==> src/rtl/rlfs_pkg.sv <==
// ----------------------------------------------------------------------------
// RGB LED frame store package
// Shared types and constants for the LED colour store.
// ----------------------------------------------------------------------------
package rlfs_pkg;

    localparam int LED_COUNT = 25;
    localparam int IDX_W     = (LED_COUNT > 1) ? $clog2(LED_COUNT) : 1;

    localparam logic [7:0]  LEVEL_FULL  = 8'hFF;
    localparam logic [23:0] COLOUR_WHITE = {LEVEL_FULL, LEVEL_FULL, LEVEL_FULL};

    localparam logic OP_DATA    = 1'b0;
    localparam logic OP_REFRESH = 1'b1;

    localparam logic [1:0] PH_INDEX = 2'd0;
    localparam logic [1:0] PH_RED   = 2'd1;
    localparam logic [1:0] PH_GREEN = 2'd2;
    localparam logic [1:0] PH_BLUE  = 2'd3;

    typedef enum logic [0:0] {
        ST_IDLE,
        ST_STREAM
    } state_t;

    typedef struct packed {
        logic       opcode;
        logic [7:0] data_byte;
    } cmd_t;

    typedef struct packed {
        logic [4:0] led_number;
        logic [7:0] red_level;
        logic [7:0] green_level;
        logic [7:0] blue_level;
        logic       last_led;
    } result_t;

endpackage

==> src/rtl/rgb_led_frame_store.sv <==
// ----------------------------------------------------------------------------
// RGB LED frame store
// Collects four-byte records (index, red, green, blue) into a colour table
// held in a synchronous memory and streams the table out on a refresh tick.
//
// An item is taken at a clock edge where start is high and busy is low.
// A data byte (opcode 0) gives no result; data bytes may follow each other
// in every cycle while busy is low. The fourth byte of a record writes the
// colour memory, unless the index is out of range.
// A refresh tick (opcode 1) holds busy high while the memory is read, one
// entry per cycle, from entry 0 to the last. Each result appears in the cycle after
// its read, for exactly one cycle, marked by result_valid, in ascending LED
// order, with last_led set on the final one. Busy falls once the last entry
// has been read, so the next item can be taken while the last result is
// still shown.
// Reset clears the record phase, the held bytes and one valid bit per entry;
// an entry that was never written reads as white. The receiver cannot stall
// results, so no output buffering beyond one register stage is needed.
// ----------------------------------------------------------------------------
module rgb_led_frame_store (
    input  logic             clk,
    input  logic             rst_n,
    input  logic             start,
    output logic             busy,
    input  rlfs_pkg::cmd_t    cmd,
    output logic             result_valid,
    output rlfs_pkg::result_t result
);
    import rlfs_pkg::*;

    state_t                 state_reg, state_next;
    logic [IDX_W-1:0]       rd_idx_reg, rd_idx_next;
    logic [1:0]             phase_reg;
    logic [7:0]             held_index_reg;
    logic [7:0]             held_red_reg;
    logic [7:0]             held_green_reg;
    logic [LED_COUNT-1:0]   valid_reg;
    logic [23:0]            colour_mem [LED_COUNT];
    logic [23:0]            rd_data_reg;
    logic                   pipe_valid_reg;
    logic                   pipe_entry_valid_reg;
    logic [IDX_W-1:0]       pipe_idx_reg;
    logic                   pipe_last_reg;
    logic                   accept;
    logic                   data_accept;
    logic                   mem_we;
    logic                   rd_en;
    logic [IDX_W-1:0]       wr_addr;
    logic [23:0]            colour_out;

    assign accept         = start && !busy;
    assign data_accept    = accept && (cmd.opcode == OP_DATA);
    assign mem_we         = data_accept && (phase_reg == PH_BLUE)
                            && (held_index_reg < 8'(LED_COUNT));
    assign wr_addr        = held_index_reg[IDX_W-1:0];
    assign rd_en          = (state_reg == ST_STREAM);

    always_comb
    begin
        state_next  = state_reg;
        rd_idx_next = rd_idx_reg;
        busy        = 1'b0;
        case (state_reg)
            ST_IDLE:
            begin
                if (start && (cmd.opcode == OP_REFRESH))
                begin
                    state_next  = ST_STREAM;
                    rd_idx_next = '0;
                end
            end
            ST_STREAM:
            begin
                busy = 1'b1;
                if (rd_idx_reg == IDX_W'(LED_COUNT - 1))
                begin
                    state_next = ST_IDLE;
                end
                else
                begin
                    rd_idx_next = rd_idx_reg + 1'b1;
                end
            end
            default:
            begin
                state_next = ST_IDLE;
            end
        endcase
    end

    always_ff @(posedge clk or negedge rst_n)
    begin
        if (!rst_n)
        begin
            state_reg            <= ST_IDLE;
            rd_idx_reg           <= '0;
            phase_reg            <= PH_INDEX;
            held_index_reg       <= '0;
            held_red_reg         <= '0;
            held_green_reg       <= '0;
            valid_reg            <= '0;
            pipe_valid_reg       <= 1'b0;
            pipe_entry_valid_reg <= 1'b0;
            pipe_idx_reg         <= '0;
            pipe_last_reg        <= 1'b0;
        end
        else
        begin
            state_reg      <= state_next;
            rd_idx_reg     <= rd_idx_next;
            pipe_valid_reg <= rd_en;
            if (rd_en)
            begin
                pipe_entry_valid_reg <= valid_reg[rd_idx_reg];
                pipe_idx_reg         <= rd_idx_reg;
                pipe_last_reg        <= (rd_idx_reg == IDX_W'(LED_COUNT - 1));
            end
            if (data_accept)
            begin
                phase_reg <= phase_reg + 2'd1;
                case (phase_reg)
                    PH_INDEX: held_index_reg <= cmd.data_byte;
                    PH_RED:   held_red_reg   <= cmd.data_byte;
                    PH_GREEN: held_green_reg <= cmd.data_byte;
                    default:  ;
                endcase
            end
            if (mem_we)
            begin
                valid_reg[wr_addr] <= 1'b1;
            end
        end
    end

    always_ff @(posedge clk)
    begin
        if (mem_we)
        begin
            colour_mem[wr_addr] <= {held_red_reg, held_green_reg, cmd.data_byte};
        end
    end

    always_ff @(posedge clk)
    begin
        if (rd_en)
        begin
            rd_data_reg <= colour_mem[rd_idx_reg];
        end
    end

    assign colour_out         = pipe_entry_valid_reg ? rd_data_reg : COLOUR_WHITE;
    assign result_valid       = pipe_valid_reg;
    assign result.led_number  = 5'(pipe_idx_reg);
    assign result.red_level   = colour_out[23:16];
    assign result.green_level = colour_out[15:8];
    assign result.blue_level  = colour_out[7:0];
    assign result.last_led    = pipe_last_reg;

    a_last_ends_run: assert property (@(posedge clk) disable iff (!rst_n)
        (result_valid && result.last_led) |=> !result_valid)
        else $error("result follows the last LED of a run");

    a_run_contiguous: assert property (@(posedge clk) disable iff (!rst_n)
        (result_valid && !result.last_led) |=> result_valid)
        else $error("refresh run has a gap");

    a_run_starts_at_zero: assert property (@(posedge clk) disable iff (!rst_n)
        (result_valid && !$past(result_valid)) |-> (result.led_number == 5'd0))
        else $error("refresh run does not start at LED zero");

    a_refresh_sets_busy: assert property (@(posedge clk) disable iff (!rst_n)
        (start && !busy && (cmd.opcode == OP_REFRESH)) |=> busy)
        else $error("refresh tick did not start a read run");

endmodule
==> config.mk <==
export PLATFORM = sky130hd
export DESIGN_NAME = rgb_led_frame_store
export DESIGN_NICKNAME = d
export VERILOG_FILES = /design/src/rtl/rlfs_pkg.sv /design/src/rtl/rgb_led_frame_store.sv
export SDC_FILE = /design/constraint.sdc
export NUM_CORES = 1
export LEC_CHECK = 0
export BUFFER_PORTS_ARGS = -buffer_cell sky130_fd_sc_hd__buf_2
export CAP_MARGIN = 20
export CORE_UTILIZATION = 35
export CTS_CLUSTER_DIAMETER = 80
export DETAILED_ROUTE_END_ITERATION = 7
export PLACE_DENSITY_LB_ADDON = 0.25
export REMOVE_ABC_BUFFERS = 1
export SKIP_LAST_GASP = 1
export SLEW_MARGIN = 20
export SYNTH_ARGS = -nofsm -noshare
export SYNTH_HDL_FRONTEND = slang
export SYNTH_SLANG_ARGS = --single-unit
==> constraint.sdc <==
create_clock -name clk -period 6.35 [get_ports clk]
set_input_delay 0.3175 -clock clk [delete_from_list [all_inputs] [get_ports clk]]
set_output_delay 0.3175 -clock clk [all_outputs]
set_load 0.02 [all_outputs]
==> out/metrics.yaml, run 1 <==
grt:
  grt_max_degree: 66
  antenna_found_initial: 2
  track_usage: 0.161
  grt_pass1_wl_um: 90400
  grt_overflow: 0
  first_global_vias: 13300
worst_setup_path:
  crit_chain: "ha_1, nor4b_1, and3b_1, nand3b_1, nor2_4"
  startpoint_type: "register"
  critical_path.top_delay_family: "simple AND/OR/NAND/NOR gates"
  worst_setup_path_end_kind: "register"
  cp_num_buf_inv: 0
  crit_fanout: 24
  critPathKind: "reg -> reg"
  cp_slowest_cell: "nor2_4"
  critical-path-max-stage-delay_ps: 890
  required_ps: 6570
  worst_ep_arrival_time_ps: 3330
sta:
  period_share: 0.490
  finalSetupViolCount: 0
  rsz0062_at_grt: "false"
  fin_skew_ps: 11.3
  slew_headroom: 0.255
  post-route-min-period_ps: 3110
  tightest_slew_ps: 1110
  slew_violations: 0
  fmax_mhz: 321
  timing.final.ws_setup_ps: 3240
  hold_viol_final: 0
place:
  place_inst: 2262
  hpwl_um: 32600
  port_buffers: 43
  pre_cts_slack_ps: 3240
  gp_congestion: 0.738
detailed_routing:
  viasPerCell: 5.23
  drc: 0
  ant_nets: 0
  drt-pass1-iter-count: 4
  avgRoutedWirePerCell_um: 25.5
  drt_iter0_markers: 1026
  vias: 12500
  routed_wl_um: 61000
run:
  drv_cap: 0
floorplan:
  num_rows: 100
  die-height_um: 278
  die_w_um: 278
  start_util: 0.356
  io_pins: 44
  die_area_mm2: 0.0772
  core_mm2: 0.0748
synth:
  synthFlopType: "edfxtp_1"
  ys_types: 39
  async_flop_share: 0.0943
  syn_area_mm2: 0.0266
  synth_edf_count: 624
  syn_area_per_cell_um2: 20.5
  ys_ff_latch: 689
  synth_cells: 1298
  ys_warn_count: 0
  yosysSeqAreaShare: 0.765
clock_tree:
  htreeDepth: 3
  post_cts_resized: 0
  cts_root_buf: "clkbuf_16"
  numCtsBuffers: 72
  worstSkewPairLatency_ps: 600
  path_clk_slew_ps: 60
  cts.sinks: 689
  cts_tree: "done"
  cts_buffer_depth: 3
power:
  p_total_uw: 13300
  ir_worst_vdd_v: 0.000336
  p_leak_uw: 0.0100
  powerDensity_mw_per_mm2: 438
layout:
  most-common-layout-cells: "edfxtp_1, mux4_2, clkbuf_16, mux2i_1, dfrtp_1"
  stdcell_count: 2395
  layout-drive-gt1-share: 0.267
  final_nets: 1386
  diodes: 0
  syn2layout_area_growth_pct: 13.9
  largest_reg_flops: 600
  layout_commonest_cell: "edfxtp_1"
  utilization: 0.405
outcome:
  status: "finished, final reports clean"
hold_path:
  worst_hold_path_type: "in -> reg"
-- logic make-up after synthesis --
group                      share of synthesized area
adders and majority gates                    0.00282
xor gates and xnor gates                    0.000987
buffers and inverters                         0.0150
DFF                                            0.765
muxes                                          0.157
AOI/OAI and AO/OA                             0.0254
and+or+nand+nor                               0.0345
-- path summary, 6_finish.rpt --
check | startpoint | endpoint | slack, ps | cells after the start
worst max-delay path | phase_reg[0] | colour_mem[17][8] | 3240 | 5
worst min-delay path | cmd[8] | phase_reg[0] | 70 | 3
worst max register to register | phase_reg[0] | colour_mem[17][8] | 3240 | 5
worst min register to register | valid_reg[12] | valid_reg[12] | 460 | 1
max in group asynchronous | rst_n | rd_idx_reg[2] | 5320 | 2
min in group asynchronous | rst_n | pipe_idx_reg[1] | 380 | 2
-- through the flow --
stage	cell area, µm²	hold slack (ps)	TNS (ps)
finish	30300	71.2	0
detailed placement	28100	448	0
floorplan	26300	21.9	-30000
global route	30300	105	0
global placement	28100	445	0
CTS	30300	45.3	0
-- final cells by class --
cell class | instances | area [µm²]
well taps | 969 | 1210
clock buffers | 96 | 2000
fillers | 6641 | 44500
clock inverters | 36 | 228
repair buffers | 68 | 433
multi-input cells | 530 | 6050
flip-flops and latches | 689 | 20400
inverters | 7 | 27.5
-- report_power, final --
part	switching (µW)	total [µW]	internal [µW]
clock network	1720	4020	2300
logic	1710	3140	1430
registers	576	6120	5540
total	4000	13300	9270
-- per-layer routing --
layer,GRT usage,part of all wire,wire length (µm)
met1,0.233,0.47,28600
met2,0.249,0.47,28600
met3,0.0255,0.042,2560
met4,0.0494,0.021,1290
met5,0,0,0
-- timing repair --
item,4_1_cts,5_1_grt
buffers inserted,0,0
endpoints found under the hold margin,65,0
hold buffers,1,0
-- synth_stat cells, drive strengths merged (4+ instances only) --
master / n / area [µm²]
edfxtp: 624 / 18700
mux4: 140 / 3150
mux2i: 68 / 681
dfrtp: 65 / 1630
nand2: 55 / 206
o21ai: 47 / 235
buf: 44 / 268
mux2: 30 / 338
nand2b: 30 / 188
nor2: 30 / 113
clkbuf: 28 / 105
and3: 20 / 125
o22a: 20 / 175
o21bai: 16 / 120
or2: 12 / 75.1
nand3: 9 / 45.0
nand4: 8 / 50.1
inv: 7 / 26.3
a21oi: 6 / 30.0
ha: 6 / 75.1
o211ai: 6 / 45.0
a21o: 5 / 37.5
nor2b: 4 / 25.0
-- tightest hold or removal path, delay by kind of cell --
kind | cells | cell delay (ps)
AND/OR/NAND/NOR | 1 | 80
buffers and inverters | 1 | 90
XOR/XNOR | 1 | 130
(Power assumes the default switching activity.)
==> run 2, diff against run 1 <==
ABC_AREA = 1   (was unset)
clock period = 2.7 ns   (was 6.35 ns; I/O delays follow)
==> out/metrics.yaml, run 2 <==
power:
  comb_power_share: 0.313
  powerDensity_mw_per_mm2: 1080
  swShare: 0.367
  p_int_uw: 22300
  p_leak_uw: 0.0120
  switchingPower_uw: 12900
  pwr-share-clk: 0.286
  p_total_uw: 35200
  p_seq_frac: 0.402
  ir_worst_vdd_v: 0.000708
floorplan:
  die-height_um: 284
  io_pins: 44
  num_rows: 102
  core_mm2: 0.0780
  start_util: 0.356
  die_w_um: 284
  die_area_mm2: 0.0805
place:
  pre_cts_slack_ps: 339
  place_inst: 3432
  hpwl_um: 45000
  port_buffers: 43
  gp_congestion: 0.791
worst_setup_path:
  r2r-start: "held_index_reg[0]"
  critical-path-max-stage-delay_ps: 430
  reg2reg_depth: 6
  worst_ep_arrival_time_ps: 2690
  r2r_end: "colour_mem[4][18]"
  cp_num_buf_inv: 1
  worstSetupStartpoint: "held_index_reg[0]"
  endpoint: "colour_mem[4][18]"
  startpoint_type: "register"
  crit_fanout: 14
  critical_path.top_delay_family: "simple AND/OR/NAND/NOR gates"
  critPathKind: "reg -> reg"
  required_ps: 2990
  worst_setup_path_end_kind: "register"
  ff2ff_setup_slack_ps: 300
  cp_slowest_cell: "dfrtp_1"
  crit_chain: "nor2_1, a21oi_1, nor2_4, nand3_1, nor2_4, buf_4"
  worst-path-stages: 6
  cp_common_cell: "nor2_4"
sta:
  timing.final.ws_setup_ps: 298
  finalSetupViolCount: 0
  rsz0062_at_grt: "false"
  tightest_slew_ps: 1020
  slew_headroom: 0.321
  fmax_mhz: 416
  fin_skew_ps: 33.6
  post-route-min-period_ps: 2400
  hold_viol_final: 0
  slew_violations: 0
  period_share: 0.890
layout:
  layout_commonest_cell: "edfxtp_1"
  layout-drive-gt1-share: 0.107
  diodes: 0
  largest_reg_flops: 600
  stdcell_count: 3572
  most-common-layout-cells: "edfxtp_1, nand2_1, nor2_1, nand3_1, o21ai_0"
  syn2layout_area_growth_pct: 16.8
  fillers: 7250
  final_nets: 2495
clock_tree:
  cts_root_buf: "clkbuf_16"
  cts_tree: "done"
  numCtsBuffers: 75
  htreeDepth: 3
  path_clk_slew_ps: 60
  worstSkewPairLatency_ps: 630
  cts.sinks: 689
  cts_buffer_depth: 3
  post_cts_buffers: 0
grt:
  antenna_found_initial: 0
  grt_max_degree: 72
  grt_overflow: 0
  first_global_vias: 17700
  track_usage: 0.189
  grt_pass1_wl_um: 114000
synth:
  synth_top_area_frac: 0.674
  yosysMostFrequentCell: "edfxtp_1"
  ys_types: 28
  ys_ff_latch: 689
  syn_area_per_cell_um2: 11.6
  ys_top_cells_by_area: "edfxtp_1, nand2_1, dfrtp_1"
  ys_warn_count: 0
  synthFlopType: "edfxtp_1"
  syn_area_mm2: 0.0278
  async_flop_share: 0.0943
  yosys-top-cells-count: "edfxtp_1, nand2_1, nor2_1, nand3_1, o21ai_0"
  synth_cells: 2394
  synth_edf_count: 624
  yosysSeqAreaShare: 0.733
  yosys.area.top_type: "edfxtp_1"
detailed_routing:
  ant_nets: 0
  routed_wl_um: 76000
  drt_iter0_markers: 1559
  drt-pass1-iter-count: 7
  viasPerCell: 5.09
  avgRoutedWirePerCell_um: 21.3
  vias: 18200
  drc: 0
hold_path:
  min-delay-start: "cmd[5]"
  worst_hold_path_type: "in -> reg"
  hold_depth: 1
run:
  drv_cap: 0
outcome:
  status: "finished, final reports clean"
==> run 2: changes by cell type in the layout (fill, tap and decap cells not counted), sizes merged, moves of 30 or more <==
cell / previous run / this run
mux4: 140 / 0
o211ai: 6 / 39
o21ai: 47 / 250
mux2i: 68 / 0
buf: 67 / 136
inv: 9 / 139
mux2: 30 / 0
nand2b: 30 / 0
nor2: 30 / 382
nand2: 55 / 446
nand3: 9 / 255
a21oi: 6 / 38
==> run 2: final cells by class <==
| type | count | area (µm²) | area share |
|---|---|---|---|
| Clock buffer | 108 | 2110 | 0.0652 |
| Clock inverter | 24 | 278 | 0.00856 |
| Inverter | 140 | 533 | 0.0164 |
| Multi-Input combinational cell | 1427 | 6470 | 0.199 |
| Sequential cell | 689 | 20400 | 0.628 |
| Tap cell | 1040 | 1300 | 0.0401 |
| Timing Repair Buffer | 144 | 1370 | 0.0423 |
==> run 2: repair_timing <==
action | 4_1_cts | 5_1_grt
gates resized for setup | 0 | 0
hold buffers | 8 | 0
hold endpoints to repair | 132 | 0
==> run 2: power groups by stage <==
stage / Combinational, µW / Clock, µW / Sequential, µW
6_report: 11000 / 10000 / 14100
5_1_grt: 12200 / 10600 / 14200
4_1_cts: 11100 / 10200 / 14100
3_5_place_dp: 11000 / 0 / 14400
3_3_place_gp: 11000 / 0 / 14300
2_1_floorplan: 4820 / 0 / 14400
==> run 2: routing by layer <==
metal,routed length [µm],GRT usage,vias to the layer above
li1,-,-,8449
met1,34000,0.260,9057
met2,36200,0.309,571
met3,4360,0.0293,87
met4,1350,0.0504,0
met5,0,0,-
==> run 2: cell families after synthesis <==
logic type	share of synthesized area
DFF	0.733
adders and majority gates	0.00270
buffers and inverters	0.0411
AOI/OAI and AO/OA	0.0630
and+or+nand+nor	0.160
xor gates and xnor gates	0.000315
==> run 2: per-stage QoR <==
stage / util / TNS, ps / hold slack (ps) / cell area, µm²
floorplan: - / -478650 / -161 / 27200
global placement: 0.384 / 0 / 332 / 30000
detailed placement: 0.384 / 0 / 345 / 30000
CTS: 0.416 / 0 / 23.1 / 32400
global route: 0.416 / 0 / 50.9 / 32400
finish: 0.416 / 0 / 35.1 / 32400
==> run 2: worst min path at each step <==
| stage | end | slack, ps |
|---|---|---|
| floorplan | held_green_reg[0] | -160 |
| global route | colour_mem[17][5] | 50 |
| detailed placement | held_red_reg[6] | 340 |
| global placement | held_red_reg[6] | 330 |
| CTS | colour_mem[24][5] | 20 |
| finish | colour_mem[24][5] | 40 |
==> run 3, diff against run 2 <==
BUFFER_PORTS_ARGS = unset   (was -buffer_cell sky130_fd_sc_hd__buf_2)
CORE_MARGIN = 1   (was unset)
DONT_BUFFER_PORTS = 1   (was unset)
clock period = 3 ns   (was 2.7 ns; I/O delays follow)
==> out/metrics.yaml, run 3 (same netlist as run 2, synthesis figures left out) <==
clock_tree:
  hold_buffers: 18
  numCtsBuffers: 73
  post_cts_resized: 0
  cts_tree: "done"
  post_cts_buffers: 0
  cts.sinks: 689
  path_clk_slew_ps: 60
  worstSkewPairLatency_ps: 620
  htreeDepth: 3
  cts_root_buf: "clkbuf_16"
  cts_buffer_depth: 3
grt:
  first_global_vias: 17400
  grt_pass1_wl_um: 114000
  grt_overflow: 0
  antenna_found_initial: 2
  grt_max_degree: 129
  track_usage: 0.190
floorplan:
  core_mm2: 0.0780
  io_pins: 44
  start_util: 0.356
  die_w_um: 284
  die-height_um: 284
  num_rows: 102
  die_area_mm2: 0.0805
sta:
  finalSetupViolCount: 0
  hold_viol_final: 0
  fmax_mhz: 403
  tightest_slew_ps: 1100
  timing.final.ws_setup_ps: 521
  fin_skew_ps: 25.0
  post-route-min-period_ps: 2480
  period_share: 0.826
  slew_violations: 0
  hold_ws_ps: 63.2
  rsz0062_at_grt: "false"
  slew_headroom: 0.266
detailed_routing:
  viasPerCell: 5.11
  drt_iter0_markers: 1782
  routed_wl_um: 76900
  drc: 0
  vias: 18000
  avgRoutedWirePerCell_um: 21.9
  ant_nets: 0
  drt-pass1-iter-count: 7
worst_setup_path:
  cp_slowest_cell: "buf_4"
  worst_ep_arrival_time_ps: 2730
  cp_common_cell: "nor2_4"
  worstSetupStartpoint: "phase_reg[0]"
  cp_num_buf_inv: 2
  crit_fanout: 24
  critical_path.top_delay_family: "simple AND/OR/NAND/NOR gates"
  crit_chain: "ha_1, inv_1, nor3_1, nand2_1, nor2_4, nand3_1, nor2_4, buf_4"
  r2r_end: "colour_mem[1][11]"
  worst_setup_path_end_kind: "register"
  r2r-start: "phase_reg[0]"
  reg2reg_depth: 8
  endpoint: "colour_mem[1][11]"
  ff2ff_setup_slack_ps: 520
  critical-path-max-stage-delay_ps: 420
  startpoint_type: "register"
  worst-path-stages: 8
  critPathKind: "reg -> reg"
  required_ps: 3250
layout:
  largest_reg_flops: 600
  diodes: 0
  regArea_mm2: 0.0204
  fillers: 7288
  utilization: 0.410
  layout_commonest_cell: "edfxtp_1"
  multiInputGateArea_mm2: 0.00647
  stdcell_count: 3516
  layout-drive-gt1-share: 0.0868
  syn2layout_area_growth_pct: 14.9
  most-common-layout-cells: "edfxtp_1, nand2_1, nor2_1, nand3_1, o21ai_0"
  final_nets: 2438
power:
  swShare: 0.378
  ir_worst_vdd_v: 0.000678
  comb_power_share: 0.310
  p_seq_frac: 0.415
  p_int_uw: 19200
  p_total_uw: 30800
  powerDensity_mw_per_mm2: 966
  switchingPower_uw: 11700
  pwr-share-clk: 0.275
  p_leak_uw: 0.0117
place:
  hpwl_um: 44100
  place_inst: 3367
  port_buffers: 0
  pre_cts_slack_ps: 496
  gp_congestion: 0.803
hold_path:
  worst_hold_path_type: "in -> async"
outcome:
  status: "finished, final reports clean"
run:
  drv_cap: 0
-- run 3: area by class of cell --
cell class | instances | area share
sequential | 689 | 0.638
multi-input combinational | 1427 | 0.202
clock buffer | 104 | 0.0634
tap | 1040 | 0.0407
timing repair buffer | 89 | 0.0326
inverter | 140 | 0.0167
clock inverter | 27 | 0.00588
-- run 3: power groups by stage --
stage               Sequential (µW)  Clock (µW)  Combinational [µW]
floorplan                     13000           0                4460
detailed placement            13000           0                9440
finish                        12800        8470                9580
global placement              13000           0                9390
global route                  12900        8950               10600
CTS                           12800        8620                9600
-- run 3: metrics by stage --
step	TNS (ps)	instance area [µm²]
5_1_grt	0	31900
6_report	0	31900
3_3_place_gp	0	29500
4_1_cts	0	31900
3_5_place_dp	0	29500
2_1_floorplan	-295650	27200
-- run 3: worst min-delay path by stage --
stage | slack (ps) | endpoint | startpoint
5_1_grt | 60 | colour_mem[14][3] | cmd[3]
3_5_place_dp | -140 | pipe_idx_reg[1] | rst_n
4_1_cts | 50 | pipe_idx_reg[1] | rst_n
6_report | 60 | pipe_idx_reg[1] | rst_n
2_1_floorplan | -150 | held_green_reg[0] | rst_n
3_3_place_gp | -140 | pipe_last_reg | rst_n
-- run 3: worst reg2reg max path, delay by kind of cell (launching register included) --
kind          cells  cell delay (ps)
simple gates      5             1110
buf+inv           2              470
flops             1              370
fa+ha+maj         1              170
-- run 3: layer usage --
layer,vias to the layer above,global-route usage,wire [µm]
li1,8336,-,-
met1,8962,0.276,35800
met2,531,0.292,34800
met3,126,0.0325,4390
met4,0,0.0547,1920
met5,-,0,0
